==> config.mk <==
export PLATFORM = sky130hd
export DESIGN_NAME = time_of_day_arithmetic_unit
export DESIGN_NICKNAME = d
export VERILOG_FILES = /design/src/tod_pkg.sv /design/src/tod_front.sv /design/src/tod_reduce.sv /design/src/tod_split.sv /design/src/time_of_day_arithmetic_unit.sv
export SDC_FILE = /design/constraint.sdc
export NUM_CORES = 2
export LEC_CHECK = 0
export BUFFER_PORTS_ARGS = -buffer_cell sky130_fd_sc_hd__clkbuf_2
export CAP_MARGIN = 0
export CELL_PAD_IN_SITES_DETAIL_PLACEMENT = 1
export CELL_PAD_IN_SITES_GLOBAL_PLACEMENT = 1
export CORE_MARGIN = 1.5
export CORE_UTILIZATION = 48
export DETAILED_ROUTE_END_ITERATION = 6
export PLACE_DENSITY_LB_ADDON = 0.1
export REMOVE_ABC_BUFFERS = 1
export SETUP_SLACK_MARGIN = 0.02
export SKIP_LAST_GASP = 1
export SYNTH_ARGS = -nofsm -noshare
export SYNTH_HDL_FRONTEND = slang
export SYNTH_SLANG_ARGS = --single-unit
==> constraint.sdc <==
create_clock -name i_clk -period 14.7 [get_ports i_clk]
set_input_delay 2.94 -clock i_clk [delete_from_list [all_inputs] [get_ports i_clk]]
set_output_delay 2.94 -clock i_clk [all_outputs]
set_load 0.03 [all_outputs]
==> src/tod_pkg.sv <==
// Package: commands, constants and shared types of the time-of-day unit.
package tod_pkg;

    localparam int IN_TDATA_W  = 72;
    localparam int IN_TUSER_W  = 3;
    localparam int OUT_TDATA_W = 40;
    localparam int OUT_TUSER_W = 1;

    typedef enum logic [2:0] {
        CMD_VALIDATE     = 3'd0,
        CMD_TO_SECONDS   = 3'd1,
        CMD_FROM_SECONDS = 3'd2,
        CMD_COMPARE      = 3'd3,
        CMD_ADD          = 3'd4,
        CMD_SUBTRACT     = 3'd5,
        CMD_DURATION     = 3'd6
    } t_cmd;

    localparam logic [16:0] SECS_PER_DAY  = 17'd86400;
    localparam logic [16:0] SECS_PER_HOUR = 17'd3600;
    localparam logic [16:0] SECS_PER_MIN  = 17'd60;
    localparam logic [4:0]  MAX_HOUR      = 5'd23;
    localparam logic [5:0]  MAX_MINSEC    = 6'd59;

    // 86400 = 128 * 675: low 7 bits pass, upper part reduced mod 675.
    localparam logic [9:0]  DIV_675    = 10'd675;
    // 675 * 24856, lifts the arithmetic-shifted upper part above zero.
    localparam logic [26:0] RED_OFFSET = 27'd16777800;
    // floor(2^36 / 675), floor(2^28 / 3600), floor(2^18 / 60)
    localparam logic [26:0] RCP_675    = 27'd101806632;
    localparam logic [16:0] RCP_HOUR   = 17'd74565;
    localparam logic [12:0] RCP_MIN    = 13'd4369;

    // Result fields that ride alongside the reduction pipeline.
    typedef struct packed {
        logic        ok;        // valid_res
        logic        use_time;  // take H:M:S and total from the reducer
        logic [16:0] sec_total; // to_seconds / duration result
        logic        eq;
        logic        lt;
        logic        gt;
    } t_side;

endpackage

==> src/tod_front.sv <==
// Front stages: operand unpack, validation, H:M:S to seconds, compare, sum.
module tod_front (
    input  logic                            i_clk,
    input  logic                            i_rst_n,
    input  logic                            i_en,
    input  logic                            i_vld,
    input  logic [tod_pkg::IN_TUSER_W-1:0]  i_cmd,
    input  logic [tod_pkg::IN_TDATA_W-1:0]  i_data,
    output logic                            o_vld,
    output logic [25:0]                     o_q,
    output logic [6:0]                      o_low,
    output tod_pkg::t_side                  o_side
);
    import tod_pkg::*;

    logic [4:0]  w_ha, w_hb;
    logic [5:0]  w_ma, w_sa, w_mb, w_sb;
    logic [31:0] n_a_amt, r_a_amt;
    logic [16:0] n_a_ta, n_a_tb, r_a_ta, r_a_tb;
    logic        n_a_va, n_a_vb, r_a_va, r_a_vb, r_a_vld;
    t_cmd        r_a_cmd;

    logic [33:0] w_ta_x, w_amt_x, w_x;
    logic [26:0] w_qs;
    t_side       n_b_side, r_b_side;
    logic [25:0] r_b_q;
    logic [6:0]  r_b_low;
    logic        r_b_vld;

    assign w_ha    = i_data[4:0];
    assign w_ma    = i_data[10:5];
    assign w_sa    = i_data[16:11];
    assign w_hb    = i_data[21:17];
    assign w_mb    = i_data[27:22];
    assign w_sb    = i_data[33:28];
    assign n_a_amt = i_data[65:34];

    assign n_a_va = (w_ha <= MAX_HOUR) && (w_ma <= MAX_MINSEC) && (w_sa <= MAX_MINSEC);
    assign n_a_vb = (w_hb <= MAX_HOUR) && (w_mb <= MAX_MINSEC) && (w_sb <= MAX_MINSEC);
    assign n_a_ta = 17'(w_ha) * SECS_PER_HOUR + 17'(w_ma) * SECS_PER_MIN + 17'(w_sa);
    assign n_a_tb = 17'(w_hb) * SECS_PER_HOUR + 17'(w_mb) * SECS_PER_MIN + 17'(w_sb);

    always_ff @(posedge i_clk) begin
        if (!i_rst_n) begin
            r_a_vld <= 1'b0;
        end else if (i_en) begin
            r_a_vld <= i_vld;
        end
        if (i_en) begin
            r_a_cmd <= t_cmd'(i_cmd);
            r_a_va  <= n_a_va;
            r_a_vb  <= n_a_vb;
            r_a_ta  <= n_a_ta;
            r_a_tb  <= n_a_tb;
            r_a_amt <= n_a_amt;
        end
    end

    // signed 34-bit sum, then split as 128 * upper + low7
    assign w_ta_x  = {17'b0, r_a_ta};
    assign w_amt_x = {{2{r_a_amt[31]}}, r_a_amt};

    always_comb begin
        n_b_side = '0;
        w_x      = w_ta_x + w_amt_x;
        unique case (r_a_cmd)
            CMD_VALIDATE: begin
                n_b_side.ok = r_a_va;
            end
            CMD_TO_SECONDS: begin
                n_b_side.ok        = r_a_va;
                n_b_side.sec_total = r_a_va ? r_a_ta : 17'd0;
            end
            CMD_FROM_SECONDS: begin
                w_x               = w_amt_x;
                n_b_side.ok       = 1'b1;
                n_b_side.use_time = 1'b1;
            end
            CMD_COMPARE: begin
                if (r_a_va && r_a_vb) begin
                    n_b_side.ok = 1'b1;
                    n_b_side.eq = (r_a_ta == r_a_tb);
                    n_b_side.lt = (r_a_ta < r_a_tb);
                    n_b_side.gt = (r_a_ta > r_a_tb);
                end
            end
            CMD_ADD: begin
                n_b_side.ok       = r_a_va;
                n_b_side.use_time = r_a_va;
            end
            CMD_SUBTRACT: begin
                w_x               = w_ta_x - w_amt_x;
                n_b_side.ok       = r_a_va;
                n_b_side.use_time = r_a_va;
            end
            CMD_DURATION: begin
                if (r_a_va && r_a_vb) begin
                    n_b_side.ok        = 1'b1;
                    n_b_side.sec_total = (r_a_ta > r_a_tb)
                                       ? r_a_tb - r_a_ta + SECS_PER_DAY
                                       : r_a_tb - r_a_ta;
                end
            end
            default: begin
                n_b_side = '0;
            end
        endcase
    end

    // shifted upper part plus offset is non-negative and below 2^26
    assign w_qs = w_x[33:7] + RED_OFFSET;

    always_ff @(posedge i_clk) begin
        if (!i_rst_n) begin
            r_b_vld <= 1'b0;
        end else if (i_en) begin
            r_b_vld <= r_a_vld;
        end
        if (i_en) begin
            r_b_q    <= w_qs[25:0];
            r_b_low  <= w_x[6:0];
            r_b_side <= n_b_side;
        end
    end

    assign o_vld  = r_b_vld;
    assign o_q    = r_b_q;
    assign o_low  = r_b_low;
    assign o_side = r_b_side;

endmodule

==> src/tod_reduce.sv <==
// Reduction stages: seconds value modulo 86400 by reciprocal multiply.
module tod_reduce (
    input  logic            i_clk,
    input  logic            i_rst_n,
    input  logic            i_en,
    input  logic            i_vld,
    input  logic [25:0]     i_q,
    input  logic [6:0]      i_low,
    input  tod_pkg::t_side  i_side,
    output logic            o_vld,
    output logic [16:0]     o_t,
    output tod_pkg::t_side  o_side
);
    import tod_pkg::*;

    logic [52:0] w_prod;
    logic [25:0] w_diff;
    logic [10:0] w_fix;

    logic [16:0] r_c_qq;
    logic [25:0] r_c_q;
    logic [6:0]  r_c_low, r_d_low;
    t_side       r_c_side, r_d_side, r_e_side;
    logic [10:0] r_d_rem;
    logic [16:0] r_e_t;
    logic        r_c_vld, r_d_vld, r_e_vld;

    // quotient estimate, low by at most one
    assign w_prod = 53'(i_q) * 53'(RCP_675);
    assign w_diff = r_c_q - 26'(r_c_qq) * 26'(DIV_675);
    assign w_fix  = (r_d_rem >= 11'(DIV_675)) ? r_d_rem - 11'(DIV_675) : r_d_rem;

    always_ff @(posedge i_clk) begin
        if (!i_rst_n) begin
            r_c_vld <= 1'b0;
            r_d_vld <= 1'b0;
            r_e_vld <= 1'b0;
        end else if (i_en) begin
            r_c_vld <= i_vld;
            r_d_vld <= r_c_vld;
            r_e_vld <= r_d_vld;
        end
        if (i_en) begin
            r_c_qq   <= w_prod[52:36];
            r_c_q    <= i_q;
            r_c_low  <= i_low;
            r_c_side <= i_side;
            r_d_rem  <= w_diff[10:0];
            r_d_low  <= r_c_low;
            r_d_side <= r_c_side;
            r_e_t    <= {w_fix[9:0], r_d_low};
            r_e_side <= r_d_side;
        end
    end

    assign o_vld  = r_e_vld;
    assign o_t    = r_e_t;
    assign o_side = r_e_side;

endmodule

==> src/tod_split.sv <==
// Split stages: seconds of day to hour and seconds within hour, minute estimate.
module tod_split (
    input  logic            i_clk,
    input  logic            i_rst_n,
    input  logic            i_en,
    input  logic            i_vld,
    input  logic [16:0]     i_t,
    input  tod_pkg::t_side  i_side,
    output logic            o_vld,
    output logic [16:0]     o_t,
    output logic [4:0]      o_hour,
    output logic [11:0]     o_rem,
    output logic [5:0]      o_mq,
    output tod_pkg::t_side  o_side
);
    import tod_pkg::*;

    logic [33:0] w_hp;
    logic [16:0] w_hd;
    logic [24:0] w_mp;
    logic [4:0]  n_g_h;
    logic [16:0] n_g_rem;

    logic [4:0]  r_f_hq, r_g_h, r_h_h;
    logic [16:0] r_f_t, r_g_t, r_h_t;
    logic [11:0] r_g_rem, r_h_rem;
    logic [5:0]  r_h_mq;
    t_side       r_f_side, r_g_side, r_h_side;
    logic        r_f_vld, r_g_vld, r_h_vld;

    assign w_hp = 34'(i_t) * 34'(RCP_HOUR);
    assign w_hd = r_f_t - 17'(r_f_hq) * SECS_PER_HOUR;

    always_comb begin
        if (w_hd >= SECS_PER_HOUR) begin
            n_g_h   = r_f_hq + 5'd1;
            n_g_rem = w_hd - SECS_PER_HOUR;
        end else begin
            n_g_h   = r_f_hq;
            n_g_rem = w_hd;
        end
    end

    assign w_mp = 25'(r_g_rem) * 25'(RCP_MIN);

    always_ff @(posedge i_clk) begin
        if (!i_rst_n) begin
            r_f_vld <= 1'b0;
            r_g_vld <= 1'b0;
            r_h_vld <= 1'b0;
        end else if (i_en) begin
            r_f_vld <= i_vld;
            r_g_vld <= r_f_vld;
            r_h_vld <= r_g_vld;
        end
        if (i_en) begin
            r_f_hq   <= w_hp[32:28];
            r_f_t    <= i_t;
            r_f_side <= i_side;
            r_g_h    <= n_g_h;
            r_g_rem  <= n_g_rem[11:0];
            r_g_t    <= r_f_t;
            r_g_side <= r_f_side;
            r_h_mq   <= w_mp[23:18];
            r_h_h    <= r_g_h;
            r_h_rem  <= r_g_rem;
            r_h_t    <= r_g_t;
            r_h_side <= r_g_side;
        end
    end

    assign o_vld  = r_h_vld;
    assign o_t    = r_h_t;
    assign o_hour = r_h_h;
    assign o_rem  = r_h_rem;
    assign o_mq   = r_h_mq;
    assign o_side = r_h_side;

endmodule

==> src/time_of_day_arithmetic_unit.sv <==
// Top level: time-of-day unit, nine-stage pipeline with stream ports.
// Path: front, reduce and split stages, then the output register.
// Throughput: one beat per cycle unless output stalls; every stage ends in
// a register; the mod-86400 and H:M:S splits use reciprocals.
// Stall: the whole pipe holds while the output beat waits, s_axis_tready low.
// Reset: synchronous active-low i_rst_n clears all stage valid bits.
module time_of_day_arithmetic_unit (
    input  logic                             i_clk,
    input  logic                             i_rst_n,
    input  logic                             s_axis_tvalid,
    output logic                             s_axis_tready,
    // hour_a[4:0] minute_a[10:5] second_a[16:11] hour_b[21:17]
    // minute_b[27:22] second_b[33:28] amount[65:34] zero pad[71:66]
    input  logic [tod_pkg::IN_TDATA_W-1:0]   s_axis_tdata,
    // command[2:0]
    input  logic [tod_pkg::IN_TUSER_W-1:0]   s_axis_tuser,
    output logic                             m_axis_tvalid,
    input  logic                             m_axis_tready,
    // hour[4:0] minute[10:5] second[16:11] seconds_total[33:17]
    // equal[34] less[35] greater[36] zero pad[39:37]
    output logic [tod_pkg::OUT_TDATA_W-1:0]  m_axis_tdata,
    // valid_res[0]
    output logic [tod_pkg::OUT_TUSER_W-1:0]  m_axis_tuser
);
    import tod_pkg::*;

    // single pipe enable: move unless the output beat is stuck
    logic        w_en;

    logic        w_b_vld, w_e_vld, w_h_vld;
    logic [25:0] w_b_q;
    logic [6:0]  w_b_low;
    logic [16:0] w_e_t, w_h_t;
    logic [4:0]  w_h_hour;
    logic [11:0] w_h_rem;
    logic [5:0]  w_h_mq;
    t_side       w_b_side, w_e_side, w_h_side;

    logic [11:0] w_mdiff;
    logic [5:0]  w_min, w_sec;
    logic [OUT_TDATA_W-1:0] n_tdata, r_tdata;
    logic        r_vld, r_ok;

    assign w_en          = !r_vld || m_axis_tready;
    assign s_axis_tready = w_en;

    tod_front u_front (
        .i_clk   (i_clk),
        .i_rst_n (i_rst_n),
        .i_en    (w_en),
        .i_vld   (s_axis_tvalid),
        .i_cmd   (s_axis_tuser),
        .i_data  (s_axis_tdata),
        .o_vld   (w_b_vld),
        .o_q     (w_b_q),
        .o_low   (w_b_low),
        .o_side  (w_b_side)
    );

    tod_reduce u_reduce (
        .i_clk   (i_clk),
        .i_rst_n (i_rst_n),
        .i_en    (w_en),
        .i_vld   (w_b_vld),
        .i_q     (w_b_q),
        .i_low   (w_b_low),
        .i_side  (w_b_side),
        .o_vld   (w_e_vld),
        .o_t     (w_e_t),
        .o_side  (w_e_side)
    );

    tod_split u_split (
        .i_clk   (i_clk),
        .i_rst_n (i_rst_n),
        .i_en    (w_en),
        .i_vld   (w_e_vld),
        .i_t     (w_e_t),
        .i_side  (w_e_side),
        .o_vld   (w_h_vld),
        .o_t     (w_h_t),
        .o_hour  (w_h_hour),
        .o_rem   (w_h_rem),
        .o_mq    (w_h_mq),
        .o_side  (w_h_side)
    );

    // last split step: minute estimate may be one low
    assign w_mdiff = w_h_rem - 12'(w_h_mq) * 12'(SECS_PER_MIN);

    always_comb begin
        if (w_mdiff >= 12'(SECS_PER_MIN)) begin
            w_min = w_h_mq + 6'd1;
            w_sec = 6'(w_mdiff - 12'(SECS_PER_MIN));
        end else begin
            w_min = w_h_mq;
            w_sec = w_mdiff[5:0];
        end
    end

    // pack result; fields a command does not name are zero
    always_comb begin
        n_tdata = '0;
        if (w_h_side.use_time) begin
            n_tdata[4:0]   = w_h_hour;
            n_tdata[10:5]  = w_min;
            n_tdata[16:11] = w_sec;
            n_tdata[33:17] = w_h_t;
        end else begin
            n_tdata[33:17] = w_h_side.sec_total;
        end
        n_tdata[34] = w_h_side.eq;
        n_tdata[35] = w_h_side.lt;
        n_tdata[36] = w_h_side.gt;
    end

    // output register, holds while the consumer stalls
    always_ff @(posedge i_clk) begin
        if (!i_rst_n) begin
            r_vld <= 1'b0;
        end else if (w_en) begin
            r_vld <= w_h_vld;
        end
        if (w_en) begin
            r_tdata <= n_tdata;
            r_ok    <= w_h_side.ok;
        end
    end

    assign m_axis_tvalid = r_vld;
    assign m_axis_tdata  = r_tdata;
    assign m_axis_tuser  = r_ok;

endmodule

==> impl_metrics.py <==
metrics = {
    "clock_tree": {
        "cts_sinks": 457,
        "htree_levels": 2,
        "clk_path_buf_depth": 3,
        "holdBufCountCts": 0,
        "cts_root_buffer": "clkbuf_16",
        "cts_resized": 0,
        "tritoncts": "built",
        "numCtsBuffers": 53,
        "clk_latency_ns": 0.62,
        "clk_pin_slew_ns": 0.06,
        "post_cts_buffers": 0,
    },
    "setup_path": {
        "worstPathRequired_ns": 11.76,
        "r2r_end": "u_reduce.r_c_qq[10]",
        "regToRegSetupSlack_ns": 7.41,
        "r2r_start": "u_front.o_q[10]",
        "start_kind": "input pin",
        "worstPathMaxFanout": 92,
        "r2r_cells": 23,
        "path_class": "in2out",
        "end_kind": "output port",
        "arrival_ns": 4.55,
    },
    "logic_synthesis": {
        "syn_inst": 3276,
        "ys_warn_count": 0,
        "synth_edf_count": 448,
        "seq_area_frac_synth_pct": 35.6,
        "syn-cell-area_mm2": 0.0383,
        "synth.distinct_cells": 90,
        "async_flop_share_pct": 0,
        "ys.flop_type": "edfxtp_1",
        "avgSynthCellArea_um2": 11.7,
        "synth-seq-cells": 457,
    },
    "status": {
        "outcome": "complete, no violations",
    },
    "timing": {
        "worstMarginPinSlew_ns": 1.06,
        "whs_ns": 0.385,
        "finalSetupViolCount": 0,
        "fmax_mhz": 134,
        "fin_ws_ns": 7.21,
        "timing.final.max_slew_violations": 0,
        "fin_crit_ns": 7.49,
        "fin_worst_skew_ns": 0.0391,
        "slew_headroom_pct": 29.1,
        "hold_violations": 0,
        "tns_ns": 0,
        "grt_setup_unrepaired": "false",
        "min_period_over_period_pct": 51.0,
    },
    "placement": {
        "place_congestion": 0.835,
        "dp_hpwl_um": 67300,
        "place_worst_setup_slack_ns": 7.19,
        "dpl.cell_count": 4412,
        "io_buffer_count": 112,
    },
    "hold_path": {
        "whs_path_depth": 0,
        "worstHoldStart": "u_reduce.r_d_low[1]",
        "min_to": "u_reduce.o_t[1]",
        "hp-class": "reg2reg",
    },
    "route": {
        "top_layer": "met4",
        "drtAntennaViolNets": 0,
        "dr_wl_met2_um": 44200,
        "drtIter0Drc": 876,
        "via_per_inst": 5.33,
        "dr.pass1.iters": 4,
        "met1_length_um": 36400,
        "drc": 0,
        "route.met3.wl_um": 2500,
        "routed-via-count": 24000,
        "routed_wl_um": 85400,
        "wl_per_cell_um": 18.9,
    },
    "grt": {
        "antenna_found_initial": 1,
        "grtUsageTotal_pct": 21.7,
        "grt_remaining_overflow": 0,
        "grt_pass1_vias": 27100,
        "grt_max_degree": 93,
        "grt_pass1_wl_um": 141000,
    },
    "layout": {
        "final_cell_mix": "ha_1, inv_1, edfxtp_1",
        "syn_to_final_growth_pct": 9.66,
        "final_nets": 4479,
        "final_common_cell": "ha_1",
        "drive_gt1_share_pct": 7.86,
        "antenna_cells": 0,
        "instances_no_fill": 4510,
    },
    "die": {
        "rows": 103,
        "initial_core_util_pct": 48.5,
        "dieArea_mm2": 0.0816,
        "io_pins": 122,
        "coreArea_mm2": 0.0790,
        "fp.dieW_um": 286,
        "die_y_um": 286,
    },
    "job": {
        "maxCapViolCount": 0,
    },
}
==> worst max-delay path by stage <==
stage	slack [ns]	from	to
finish	7.21	m_axis_tready	s_axis_tready
detailed placement	7.19	s_axis_tdata[7]	u_front.r_a_ta[15]
global placement	7.24	m_axis_tready	s_axis_tready
global route	6.96	u_front.o_q[10]	u_reduce.r_c_qq[10]
floorplan	-0.82	m_axis_tready	m_axis_tdata[0]
CTS	7.20	m_axis_tready	s_axis_tready
==> Yosys cell counts, drive strengths merged, types with 10 or more instances <==
cell	count	share of area (%)
a211oi	10	0.23
a31oi	22	0.36
a21o	72	1.4
edfxtp	448	35
o31ai	11	0.23
buf	12	0.17
clkbuf	29	0.28
o21bai	37	0.72
ha	697	23
and2	19	0.31
o21a	23	0.45
a21boi	17	0.33
mux2	18	0.53
xor2	67	1.5
inv	604	5.9
a21oi	140	1.8
nor2	102	1.0
nor3	38	0.57
nor4	17	0.38
nand3	36	0.47
nand4	26	0.50
fa	286	15
nand2	114	1.1
nand2b	16	0.26
o21ai	86	1.1
xnor2	163	3.7
and3	18	0.29
nor2b	27	0.44
==> per-layer routing <==
| metal | GRT usage [%] | vias to the layer above |
|---|---|---|
| met5 | 0 | - |
| met4 | 5.94 | 0 |
| met2 | 40.1 | 301 |
| met1 | 26.6 | 12100 |
| li1 | - | 11500 |
| met3 | 2.62 | 134 |
==> kinds of logic after synthesis <==
group / synth area share (%)
fa+ha+maj: 37.7
other cells: 0.00978
buf+inv: 6.37
mux: 0.711
xor+xnor: 5.27
flops: 35.6
simple gates: 6.18
compound gates: 8.23
==> flip-flops by register name, indices dropped and copies added (netlist names), 22 cells and up <==
name               count
u_reduce.o_side       22
u_front.r_a_amt       32
u_front.o_q           26
m_axis_tdata          37
u_front.o_side        22
u_split.r_g_side      22
u_split.r_f_side      22
u_split.o_side        22
u_reduce.r_c_side     22
u_reduce.r_d_side     22
==> cell type report <==
type | instances | area [µm²]
inverter | 605 | 2280
sequential | 457 | 13600
timing repair buffer | 125 | 658
clock buffer | 58 | 1350
tap | 1050 | 1310
multi-input combinational | 2175 | 22300
fill | 8208 | 36900
clock inverter | 40 | 538
==> critical path, stage by stage <==
cell and delay (ns):
clkbuf_2 0.08, nor2b_1 0.71, inv_8 0.46, clkbuf_2 0.32
==> per-stage QoR <==
stage	instance area, µm²	utilization (%)
after global routing	42100	53.2
final	42100	53.2
after floorplan	38200	-
after CTS	42100	53.2
after detailed placement	40200	50.8
after global placement	40200	50.8
Power is left out: the tool's default activity adds up to more than one toggle a clock period on the data nets, which glitch-free logic cannot reach.
